`config.mk`:
```
export PLATFORM = sky130hd
export DESIGN_NAME = container_relocation_selector
export DESIGN_NICKNAME = d
export VERILOG_FILES = /design/src/rtl/core/crs_pkg.sv /design/src/rtl/core/crs_ctrl.sv /design/src/rtl/core/crs_datapath.sv /design/src/rtl/core/container_relocation_selector.sv
export SDC_FILE = /design/constraint.sdc
export NUM_CORES = 2
export LEC_CHECK = 0
export ABC_AREA = 1
export BUFFER_PORTS_ARGS = -buffer_cell sky130_fd_sc_hd__buf_2
export CAP_MARGIN = 0
export CORE_MARGIN = 2
export CORE_UTILIZATION = 45
export CTS_CLUSTER_DIAMETER = 200
export DETAILED_ROUTE_END_ITERATION = 16
export GPL_TIMING_DRIVEN = 0
export PLACE_DENSITY = 0.7
export SYNTH_ARGS = -nofsm -noshare
export SYNTH_HDL_FRONTEND = slang
export SYNTH_SLANG_ARGS = --single-unit
```
`constraint.sdc`:
```
create_clock -name clk -period 16 [get_ports clk]
set_input_delay 0.8 -clock clk [delete_from_list [all_inputs] [get_ports clk]]
set_output_delay 0.8 -clock clk [all_outputs]
set_load 0.02 [all_outputs]
```
`src/rtl/core/crs_pkg.sv`:
```
package crs_pkg;

    localparam int STACKS     = 16;
    localparam int HEIGHT     = 8;
    localparam int SW         = $clog2(STACKS);
    localparam int TW         = $clog2(HEIGHT);
    localparam int HW         = $clog2(HEIGHT + 1);
    localparam int SLOTS      = STACKS * HEIGHT;
    localparam int AW         = $clog2(SLOTS);

    localparam logic [1:0] CFG_MAX_HEIGHT = 2'd0;
    localparam logic [1:0] CFG_NUM_STACKS = 2'd1;
    localparam logic [1:0] CFG_BOUND      = 2'd2;

    localparam logic [1:0] HEUR_SPACE   = 2'd0;
    localparam logic [1:0] HEUR_BLOCKED = 2'd1;
    localparam logic [1:0] HEUR_RI      = 2'd2;
    localparam logic [1:0] HEUR_RIL     = 2'd3;

    localparam logic [1:0] ST_OK    = 2'd0;
    localparam logic [1:0] ST_EMPTY = 2'd1;
    localparam logic [1:0] ST_FULL  = 2'd2;

    typedef enum logic [2:0] {
        S_IDLE,
        S_TOP,
        S_SCAN,
        S_DECIDE,
        S_WRITE,
        S_OUT
    } state_t;

    typedef struct packed {
        logic start;
        logic load_top;
        logic step;
        logic decide;
        logic commit;
    } ctrl_t;

    typedef struct packed {
        logic is_load;
        logic early_done;
        logic scan_done;
    } stat_t;

endpackage

```
`src/rtl/core/crs_ctrl.sv`:
```
module crs_ctrl (
    input  logic           clk,
    input  logic           rst_n,
    input  logic           in_beat,
    input  crs_pkg::stat_t stat,
    input  logic           out_beat,
    output crs_pkg::ctrl_t ctrl,
    output logic           busy,
    output logic           out_valid
);

    crs_pkg::state_t state_reg, state_next;

    always_ff @(posedge clk or negedge rst_n)
    begin
        if (!rst_n)
        begin
            state_reg <= crs_pkg::S_IDLE;
        end
        else
        begin
            state_reg <= state_next;
        end
    end

    always_comb
    begin
        state_next = state_reg;
        ctrl       = '0;
        busy       = 1'b1;
        out_valid  = 1'b0;
        unique case (state_reg)
            crs_pkg::S_IDLE:
            begin
                busy = 1'b0;
                if (in_beat)
                begin
                    ctrl.start = 1'b1;
                    state_next = crs_pkg::S_TOP;
                end
            end
            crs_pkg::S_TOP:
            begin
                ctrl.load_top = 1'b1;
                if (stat.early_done)
                    state_next = crs_pkg::S_OUT;
                else if (stat.is_load)
                    state_next = crs_pkg::S_WRITE;
                else
                    state_next = crs_pkg::S_SCAN;
            end
            crs_pkg::S_SCAN:
            begin
                ctrl.step = 1'b1;
                if (stat.scan_done)
                    state_next = crs_pkg::S_DECIDE;
            end
            crs_pkg::S_DECIDE:
            begin
                ctrl.decide = 1'b1;
                state_next  = crs_pkg::S_WRITE;
            end
            crs_pkg::S_WRITE:
            begin
                ctrl.commit = 1'b1;
                state_next  = crs_pkg::S_OUT;
            end
            crs_pkg::S_OUT:
            begin
                out_valid = 1'b1;
                if (out_beat)
                    state_next = crs_pkg::S_IDLE;
            end
            default:
            begin
                state_next = crs_pkg::S_IDLE;
            end
        endcase
    end

    assert property (@(posedge clk) disable iff (!rst_n)
        ctrl.start |=> state_reg == crs_pkg::S_TOP)
        else $error("start did not enter top read");
    assert property (@(posedge clk) disable iff (!rst_n)
        (state_reg == crs_pkg::S_OUT && !out_beat) |=> state_reg == crs_pkg::S_OUT)
        else $error("result dropped while stalled");
    assert property (@(posedge clk) disable iff (!rst_n)
        ctrl.commit |=> state_reg == crs_pkg::S_OUT)
        else $error("commit not followed by result");

endmodule

```
`src/rtl/core/crs_datapath.sv`:
```
module crs_datapath (
    input  logic           clk,
    input  logic           rst_n,
    input  crs_pkg::ctrl_t ctrl,
    output crs_pkg::stat_t stat,
    input  logic           cfg_beat,
    input  logic [1:0]     cfg_index,
    input  logic [7:0]     cfg_data,
    input  logic           opcode,
    input  logic [3:0]     stack_index,
    input  logic [6:0]     container_id,
    input  logic [1:0]     heuristic,
    output logic [3:0]     dest_stack,
    output logic [6:0]     moved_container,
    output logic [1:0]     heuristic_used,
    output logic [1:0]     status
);

    localparam int SWN = crs_pkg::SW;

    logic [3:0] max_height_reg;
    logic [4:0] num_stacks_reg;
    logic [7:0] bound_reg;

    logic [crs_pkg::HW-1:0] heights_reg [crs_pkg::STACKS];
    logic [6:0] yard_mem [crs_pkg::SLOTS];
    logic [6:0] rd_data_reg;

    logic            op_reg;
    logic [SWN-1:0]  org_reg;
    logic [6:0]      cid_reg;
    logic [1:0]      heur_reg;
    logic [3:0]      dest_reg;
    logic [6:0]      moved_reg;
    logic [1:0]      status_reg;
    logic [1:0]      heuristic_used_reg;
    logic            top_wait_reg;

    // Scan position: stack i, tier t; the read is registered, so the
    // compare comes in the cycle after the read (pend_*).
    logic [SWN-1:0]        si_reg;
    logic [crs_pkg::TW:0]  ti_reg;
    logic                  pend_reg, pend_last_reg;
    logic [SWN-1:0]        pend_s_reg;
    logic [7:0]            cnt_reg;
    logic [6:0]            hi_reg;
    logic                  scan_end_reg;

    logic [8:0]      best_reg;
    logic [SWN-1:0]  bdest_reg;
    logic [6:0]      bhi_reg;
    logic            ril_hit_reg;

    logic [crs_pkg::HW-1:0] mh;
    logic [SWN:0]           ns;

    always_comb
    begin
        mh = (max_height_reg > 4'(crs_pkg::HEIGHT)) ? crs_pkg::HW'(crs_pkg::HEIGHT)
                                                    : crs_pkg::HW'(max_height_reg);
        ns = (num_stacks_reg > 5'(crs_pkg::STACKS)) ? (SWN+1)'(crs_pkg::STACKS)
                                                    : (SWN+1)'(num_stacks_reg);
    end

    always_ff @(posedge clk or negedge rst_n)
    begin
        if (!rst_n)
        begin
            max_height_reg <= 4'd8;
            num_stacks_reg <= 5'd16;
            bound_reg      <= 8'd128;
        end
        else if (cfg_beat)
        begin
            unique case (cfg_index)
                crs_pkg::CFG_MAX_HEIGHT: max_height_reg <= cfg_data[3:0];
                crs_pkg::CFG_NUM_STACKS: num_stacks_reg <= cfg_data[4:0];
                crs_pkg::CFG_BOUND:      bound_reg      <= cfg_data;
                default:                 ;
            endcase
        end
    end

    logic [crs_pkg::HW-1:0] h_org;
    logic [crs_pkg::HW-1:0] h_cur;
    logic                   skip_cur;
    logic                   scan_pass;
    logic                   scan_hit;
    logic                   scan_rd;
    logic [crs_pkg::AW-1:0] rd_addr;
    logic                   rd_en;

    assign h_org = heights_reg[org_reg];
    assign h_cur = heights_reg[si_reg];
    assign skip_cur = (si_reg == org_reg) || (h_cur == mh);

    // A stack is passed over, taken at once as an empty RIL
    // target, or read slot by slot.
    assign scan_pass = (heur_reg == crs_pkg::HEUR_SPACE) || skip_cur || ril_hit_reg;
    assign scan_hit  = (heur_reg == crs_pkg::HEUR_RIL) && (h_cur == '0);
    assign scan_rd   = !scan_end_reg && !pend_last_reg && !scan_pass && !scan_hit
                    && (ti_reg < (crs_pkg::TW+1)'(h_cur));

    always_comb
    begin
        rd_en   = 1'b0;
        rd_addr = crs_pkg::AW'(org_reg) * crs_pkg::AW'(crs_pkg::HEIGHT)
                + crs_pkg::AW'(h_org - 1'b1);
        if (ctrl.load_top)
            rd_en = 1'b1;
        else if (ctrl.step && scan_rd)
        begin
            rd_en   = 1'b1;
            rd_addr = crs_pkg::AW'(si_reg) * crs_pkg::AW'(crs_pkg::HEIGHT)
                    + crs_pkg::AW'(ti_reg);
        end
    end

    // Destination chosen from the running best.
    logic [SWN-1:0]         dsel;
    logic [crs_pkg::HW-1:0] h_dst;
    assign dsel  = ril_hit_reg ? bdest_reg : bdest_reg;
    assign h_dst = heights_reg[dsel];

    logic [crs_pkg::AW-1:0] wr_addr;
    logic [SWN-1:0]         wr_s;
    logic [crs_pkg::HW-1:0] wr_h;
    always_comb
    begin
        wr_s = op_reg ? dest_reg[SWN-1:0] : org_reg;
        wr_h = heights_reg[wr_s];
        if (op_reg && wr_s == org_reg)
            wr_h = wr_h - 1'b1;
        wr_addr = crs_pkg::AW'(wr_s) * crs_pkg::AW'(crs_pkg::HEIGHT)
                + crs_pkg::AW'(wr_h[crs_pkg::TW-1:0]);
    end

    logic do_write;
    assign do_write = ctrl.commit && (status_reg == crs_pkg::ST_OK);

    always_ff @(posedge clk)
    begin
        if (do_write)
            yard_mem[wr_addr] <= op_reg ? moved_reg : cid_reg;
        if (rd_en)
            rd_data_reg <= yard_mem[rd_addr];
    end

    always_ff @(posedge clk or negedge rst_n)
    begin
        if (!rst_n)
        begin
            for (int k = 0; k < crs_pkg::STACKS; k++)
                heights_reg[k] <= '0;
        end
        else if (do_write)
        begin
            // A move back onto the origin leaves its height unchanged.
            if (op_reg && wr_s != org_reg)
                heights_reg[org_reg] <= heights_reg[org_reg] - 1'b1;
            heights_reg[wr_s] <= wr_h + 1'b1;
        end
    end

    // Item fields, early checks and result.
    logic [8:0] cnt9;
    logic [8:0] start_best;
    assign cnt9 = {1'b0, cnt_reg};

    always_comb
    begin
        if (heur_reg == crs_pkg::HEUR_BLOCKED)
            start_best = {1'b0, bound_reg};
        else if (heur_reg == crs_pkg::HEUR_SPACE)
            start_best = '0;
        else
            start_best = 9'(heights_reg[0]);
    end

    logic load_bad;
    assign load_bad = ({1'b0, org_reg} >= ns) || (h_org >= mh);

    logic scan_last;
    assign scan_last = ({1'b0, si_reg} + 1'b1) >= ns;

    logic [8:0] sp_v;
    assign sp_v = 9'(mh) - 9'(h_cur);

    always_ff @(posedge clk)
    begin
        if (ctrl.start)
        begin
            op_reg   <= opcode;
            org_reg  <= stack_index[SWN-1:0];
            cid_reg  <= container_id;
            heur_reg <= heuristic;
        end
        if (ctrl.load_top)
        begin
            si_reg        <= '0;
            ti_reg        <= '0;
            pend_reg      <= 1'b0;
            pend_last_reg <= 1'b0;
            cnt_reg       <= '0;
            hi_reg        <= '0;
            scan_end_reg  <= 1'b0;
            best_reg      <= start_best;
            bdest_reg     <= '0;
            bhi_reg       <= '0;
            ril_hit_reg   <= 1'b0;
            heuristic_used_reg <= op_reg ? heur_reg : 2'd0;
            if (!op_reg)
            begin
                dest_reg   <= 4'(org_reg);
                moved_reg  <= cid_reg;
                status_reg <= load_bad ? crs_pkg::ST_FULL : crs_pkg::ST_OK;
            end
            else if ({1'b0, org_reg} >= ns || h_org == '0)
            begin
                dest_reg   <= '0;
                moved_reg  <= '0;
                status_reg <= crs_pkg::ST_EMPTY;
            end
            else
            begin
                status_reg <= crs_pkg::ST_OK;
            end
        end
        // The top of the origin arrives in the cycle after the top read.
        if (top_wait_reg)
            moved_reg <= rd_data_reg;
        if (ctrl.step)
        begin
            if (pend_reg && rd_data_reg < moved_reg)
            begin
                cnt_reg <= cnt_reg + 1'b1;
                if (rd_data_reg > hi_reg)
                    hi_reg <= rd_data_reg;
            end
            pend_reg <= scan_rd;
            if (pend_last_reg)
            begin
                // Stack finished: fold the count into the running best.
                pend_last_reg <= 1'b0;
                cnt_reg <= '0;
                hi_reg  <= '0;
            end
            if (!scan_end_reg && !pend_last_reg)
            begin
                if (scan_pass)
                begin
                    if (heur_reg == crs_pkg::HEUR_SPACE && si_reg != org_reg
                        && h_cur < mh && sp_v > best_reg)
                    begin
                        best_reg  <= sp_v;
                        bdest_reg <= si_reg;
                    end
                    si_reg <= si_reg + 1'b1;
                    ti_reg <= '0;
                    if (scan_last)
                        scan_end_reg <= 1'b1;
                end
                else if (scan_hit)
                begin
                    ril_hit_reg <= 1'b1;
                    bdest_reg   <= si_reg;
                    scan_end_reg <= 1'b1;
                end
                else if (ti_reg < (crs_pkg::TW+1)'(h_cur))
                begin
                    ti_reg   <= ti_reg + 1'b1;
                end
                else
                begin
                    pend_last_reg <= 1'b1;
                    pend_s_reg    <= si_reg;
                    si_reg        <= si_reg + 1'b1;
                    ti_reg        <= '0;
                    if (scan_last)
                        scan_end_reg <= 1'b1;
                end
            end
        end
        if (ctrl.step && pend_last_reg)
        begin
            if (cnt9 < best_reg)
            begin
                best_reg  <= cnt9;
                bdest_reg <= pend_s_reg;
                bhi_reg   <= hi_reg;
            end
            else if (heur_reg == crs_pkg::HEUR_RIL && cnt9 == best_reg && hi_reg > bhi_reg)
            begin
                bdest_reg <= pend_s_reg;
                bhi_reg   <= hi_reg;
            end
        end
        if (ctrl.decide)
        begin
            dest_reg <= 4'(dsel);
            if (dsel != org_reg && h_dst >= mh)
                status_reg <= crs_pkg::ST_FULL;
        end
    end

    always_ff @(posedge clk or negedge rst_n)
    begin
        if (!rst_n)
            top_wait_reg <= 1'b0;
        else
            top_wait_reg <= ctrl.load_top && op_reg && !stat.early_done;
    end

    assign stat.is_load    = !op_reg;
    assign stat.early_done = (!op_reg && load_bad)
                          || (op_reg && ({1'b0, org_reg} >= ns || h_org == '0));
    assign stat.scan_done  = scan_end_reg && !pend_reg && !pend_last_reg && !top_wait_reg;

    assign dest_stack      = dest_reg;
    assign moved_container = moved_reg;
    assign heuristic_used  = heuristic_used_reg;
    assign status          = status_reg;

endmodule

```
`src/rtl/core/container_relocation_selector.sv`:
```
// Sequence: a load reads the origin top, writes and gives its result beat; a relocate
// reads the top, scans the stacks (passing over a stack or reading it slot by slot),
// decides and writes before its result beat. A failed early check skips to the result.
// Throughput: one item at a time, the next input beat can come in the cycle after the result
// beat; the single yard memory read port reads one slot per cycle.
// Reset: stack heights clear to zero, registers go to 8, 16 and 128.
module container_relocation_selector (
    input  logic       clk,
    input  logic       rst_n,
    input  logic       cfg_valid,
    output logic       cfg_ready,
    input  logic [1:0] cfg_index,
    input  logic [7:0] cfg_data,
    input  logic       in_valid,
    output logic       in_ready,
    input  logic       opcode,
    input  logic [3:0] stack_index,
    input  logic [6:0] container_id,
    input  logic [1:0] heuristic,
    output logic       out_valid,
    input  logic       out_ready,
    output logic [3:0] dest_stack,
    output logic [6:0] moved_container,
    output logic [1:0] heuristic_used,
    output logic [1:0] status
);

    crs_pkg::ctrl_t ctrl;
    crs_pkg::stat_t stat;
    logic busy;

    assign cfg_ready = 1'b1;
    assign in_ready  = !busy;

    crs_ctrl u_ctrl (
        .clk       (clk),
        .rst_n     (rst_n),
        .in_beat   (in_valid && in_ready),
        .stat      (stat),
        .out_beat  (out_valid && out_ready),
        .ctrl      (ctrl),
        .busy      (busy),
        .out_valid (out_valid)
    );

    crs_datapath u_dp (
        .clk             (clk),
        .rst_n           (rst_n),
        .ctrl            (ctrl),
        .stat            (stat),
        .cfg_beat        (cfg_valid && cfg_ready),
        .cfg_index       (cfg_index),
        .cfg_data        (cfg_data),
        .opcode          (opcode),
        .stack_index     (stack_index),
        .container_id    (container_id),
        .heuristic       (heuristic),
        .dest_stack      (dest_stack),
        .moved_container (moved_container),
        .heuristic_used  (heuristic_used),
        .status          (status)
    );

endmodule

```
-- Word level (Yosys, flattened, before mapping)
Memories as Yosys holds them, arrays and structs flattened. A register that Yosys moved wholly into a read port is not among the register bits.
Index checks and enable logic that the tools add are counted.
- $add $sub $neg: 12
- $lt $le $gt $ge: 19
- equality and inequality tests: 21
- mux-type cells: 122
- bitwise logic cells: 7
- reduce and logical (&&, ||, !) cells: 58
- operators by type and width (kind ; count):
    $mux 4 ; 39
    $bwmux 64 ; 2
    $mux 64 ; 2
    $mux 7 ; 16
    $mux 9 ; 8
    $bmux 4 s4 ; 4
    $mux 1 ; 33
    $demux 4 s4 ; 2
    $mux 8 ; 4
    $logic_and 1x1->1 ; 28
    $ge 5x5->1 const B ; 4
    $not 4->5 ; 4
    $pmux 3 s6 ; 1
    $mux 3 ; 5
    $gt 7x7->1 ; 2
    $add 4x1->4 const B ; 3
    $eq 4x4->1 ; 3
    $ne 4x4->1 ; 3
    $lt 5x1->1 const B ; 2
    $mux 2 ; 5
    $reduce_and 2->1 ; 5
    $eq 8x9->1 ; 1
    $gt 9x9->1 ; 1
    $lt 8x9->1 ; 1
    33 further kinds ; 61
- flip-flop bits (word level): 165
- memory bits (writable): 896
- input bits: 29
- word-level logic and storage cells: 281
- memories kept: 1
- memory list (memory ; words ; width ; read ports ; clocked after memory_dff ; write ports ; RTL line ; RTL):
    u_dp.yard_mem ; 128 ; 7 ; 1 ; 1 ; 1 ; crs_datapath.sv:26 ; logic [6:0] yard_mem [crs_pkg::SLOTS];

-- Longest topological paths before layout
- word-level depth: 15
- gate-level depth with buffers: 30
- mapped depth without buffers: 27

-- Modules after synthesis
A second synthesis with hierarchy kept.
- cells, all modules: 5266
- area, all modules: 51590.7 µm²
- modules (own cells, without submodules) (module ; times used ; cells an instance ; area an instance (µm²)):
    crs_datapath ; 1 ; 5225 ; 51331.7
    crs_ctrl ; 1 ; 34 ; 226.5
    container_relocation_selector ; 1 ; 7 ; 32.5

-- Least setup slack after synthesis
OpenSTA, ideal clock, no wires.
- path kind: register to register
- from: register u_dp.op_reg
- to: memory u_dp.yard_mem[0][1], data pin
- arrival time: 5683 ps
- path slack: 9120 ps
- cell stages (with the launch flop): 4
- clock period less this slack: 6880 ps
- cells stage by stage: edfxtp_1 inv_2 clkbuf_1 o21ai_0
- word-level cells in the longest chain between the ends: 1
- RTL lines (what ; RTL line ; RTL):
    start, declared ; crs_datapath.sv:29 ; logic op_reg;
    start signal, assigned ; crs_datapath.sv:193 ; op_reg <= opcode;
    $mux 7 ; crs_datapath.sv:144 ; yard_mem[wr_addr] <= op_reg ? moved_reg : cid_reg;
    end, declared ; crs_datapath.sv:26 ;
Every way passes these cells.

-- Worst setup path after layout
- from: register u_dp.org_reg[1]
- to: register u_dp.rd_data_reg[2], read port of u_dp.yard_mem, data pin
- word-level cells in the longest chain between the ends: 11
- elaborated cells on any way between the ends: 19
- classes of those cells: add/sub (2); eq/ne (1); mux (7); bitwise (1); reduce/logical (8)
- RTL lines (what ; RTL line ; RTL):
    start, declared ; crs_datapath.sv:30 ; logic [SWN-1:0] org_reg;
    start signal, assigned ; crs_datapath.sv:194 ; org_reg <= stack_index[SWN-1:0];
    parallel branches: the longest is 11 deep, another holds $add 7x7->7 ; n/a ;
    end, declared ; crs_datapath.sv:27 ; logic [6:0] rd_data_reg;
Several ways; the timed one is not identified. The select of a mux whose other input is x is not followed.
A chain may end at the register's enable or synchronous reset.

==> metrics.yaml <==
sta:
  skew_ns: 0.07988
  holdWs_ns: 0.08070
  max_freq_mhz: 126.3
  worstMarginPinSlew_ns: 1.519
  period_share_pct: 49.48
  min_period_ns: 7.916
  final-setup-viol-count: 0
  hold_viol: 0
  rsz0062_at_grt: "no"
  relSlewSlack_pct: -1.243
  slew_viol_final: 11
setup_path:
  cp.arrival_ns: 8.48
  rrSetupSlack_ns: 8.08
  path_max_fanout: 11
  worstSetupEndpointType: "register"
  cp.buffers_inverters: 7
  slowest_delay_ns: 0.87
  cp.required_ns: 16.56
  cp-start-kind: "register"
  critPathTopFamily: "buffers and inverters"
  crit_path_cell_trace: "buf_4, nand2_1, clkbuf_1, o22ai_1, o21ai_0, nand4_1, clkinv_1, clkbuf_1, ha_1, clkbuf_1, nand2_1, o21ai_4, buf_2, buf_1, nand3_1, nand3_1, nand3_1, nand3_1, nand3_1, nand2_1, nand2_1, nand2_1"
  crit_type: "reg -> reg"
  crit_slowest_cell: "clkbuf_1"
clocking:
  cts_made_buffers: 109
  clkSinkCount: 1068
  ctsHoldBuffers: 0
  worstSkewPairLatency_ns: 0.75
  clk_pin_slew_ns: 0.06
  cts_resized: 0
  cts_buffer_depth: 3
  post_cts_buffers: 0
  htreeDepth: 3
  cts_tree: "built"
  root_buffer: "clkbuf_16"
run_status:
  violations: "capacitance limit, slew limit"
  status: "complete, but fails checks"
yosys:
  ys_types: 62
  synth-main-ff-cell: "edfxtp_1"
  synth_area_leaders: "edfxtp_1, nand2_1, nand3_1"
  syn_inst: 5524
  syn_avg_cell_area_um2: 9.329
  async_reset_ff_share_pct: 7.959
  synth_top_area_share_pct: 54.48
  synth_common_cells: "nand2_1, inv_1, edfxtp_1"
  synth.most_common_cell: "nand2_1"
  synth_edf_count: 935
  synth_largest_area_cell: "edfxtp_1"
  syn-num-nets: 5627
  ys_ff_latch: 1068
  synthesis.area_um2: 51530
  yosysWarnings: 0
  ys_seq_area_share_pct: 60.48
route:
  via_per_inst: 5.641
  wl_um: 172300
  drt-wirelength-per-cell_um: 23.58
  drtIter0Drc: 6444
  ant_nets: 0
  drc: 0
  firstDrtPassIters: 6
  vias: 41230
global_route:
  track_usage_pct: 28.98
  grt_max_degree: 75
  use_met2_pct: 43.44
  grt_util_met1_pct: 41.54
  busiest_layer: "met2"
  grtUsageMet3_pct: 5.321
  antenna_found_initial: 6
  grt_overflow: 0
  grt_pass1_vias: 38270
  grt_pass1_wl_um: 249800
run:
  max_cap_violations: 1
placed_design:
  dpl_cell_area_um2: 54360
  port_buffers: 45
  dp_hpwl_um: 123000
  place_congestion: 0.9683
finish:
  synthToLayoutAreaGrowth_pct: 12.18
  postLayoutCellArea_um2: 57810
  drive_above_1_share_pct: 7.780
  nets: 5811
  n_fill_cell: 10210
  largest_reg_flops: 896
  final_util_pct: 50.69
  n_antenna_cell: 0
min_path:
  min_path_type: "in -> async"
die:
  die_area_um2: 117200
  fp-row-count: 124
  die_width_um: 342.4
  start_util_pct: 45.19
  core_area_um2: 114000
  die_y_um: 342.4
  io_pins: 47
-- cells in the final DEF (no fill, tap or decap), types with 19 or more instances in the layout --
master	synthesis	layout
a21oi_1	91	91
a22oi_1	19	19
a31oi_1	37	37
buf_2	145	189
buf_4	19	20
clkbuf_1	85	113
clkbuf_16	0	109
clkinv_1	7	30
dfrtp_1	82	82
dfxtp_1	48	48
edfxtp_1	935	935
ha_1	72	72
inv_1	952	952
nand2_1	1349	1348
nand3_1	890	890
nand3b_1	38	38
nor2_1	271	271
nor3_1	33	31
o21ai_0	188	182
o22ai_1	69	69
-- cell type report --
type	instances	area (um2)	share of cell area, %
Multi-Input combinational cell	3213	15490	26.80
Timing Repair Buffer	73	847.1	1.465
Buffer	269	1301	2.251
Clock buffer	139	2850	4.930
Clock inverter	61	600.6	1.039
Tap cell	1512	1892	3.273
Sequential cell	1068	31170	53.92
Inverter	974	3656	6.324
-- cells by family after synthesis --
| kind of cell | after synthesis | share of synthesized area (%) |
|---|---|---|
| buffers and inverters | 1243 | 9.617 |
| DFF | 1068 | 60.48 |
| muxes | 7 | 0.1481 |
| other | 1 | 0.007277 |
| xor gates and xnor gates | 25 | 0.4759 |
| and+or+nand+nor | 2618 | 21.88 |
| AOI/OAI and AO/OA | 488 | 5.565 |
| adders and majority gates | 74 | 1.826 |
-- worst paths after layout --
check | start | end | depth (start not counted)
max | u_dp.org_reg[1] | u_dp.rd_data_reg[2] | 22
min | rst_n | u_dp.heights_reg[54] | 1
max reg2reg | u_dp.org_reg[1] | u_dp.rd_data_reg[2] | 22
min reg2reg | u_dp.si_reg[2] | u_dp.pend_s_reg[2] | 0
max in group asynchronous | rst_n | u_dp.heights_reg[28] | 2
min in group clk | container_id[2] | u_dp.cid_reg[2] | 1
-- metrics by stage --
| step | instances | worst slack, ns | setup TNS [ns] |
|---|---|---|---|
| floorplan | 5524 | 9.120 | 0 |
| global placement | 7081 | -0.7127 | -221.93 |
| detailed placement | 7109 | 8.358 | 0 |
| CTS | 7309 | 8.366 | 0 |
| global route | 7309 | 8.132 | 0 |
| finish | 7309 | 8.084 | 0 |
-- metal layers --
layer  part of all wire (%)  wire length [um]
met5                      0                 0
met4                    4.2              7249
met3                     12             20900
met2                     43             74570
met1                     40             69620
Power is left out: the tool's default activity adds up to more than one toggle a clock period on the data nets, which glitch-free logic cannot reach.
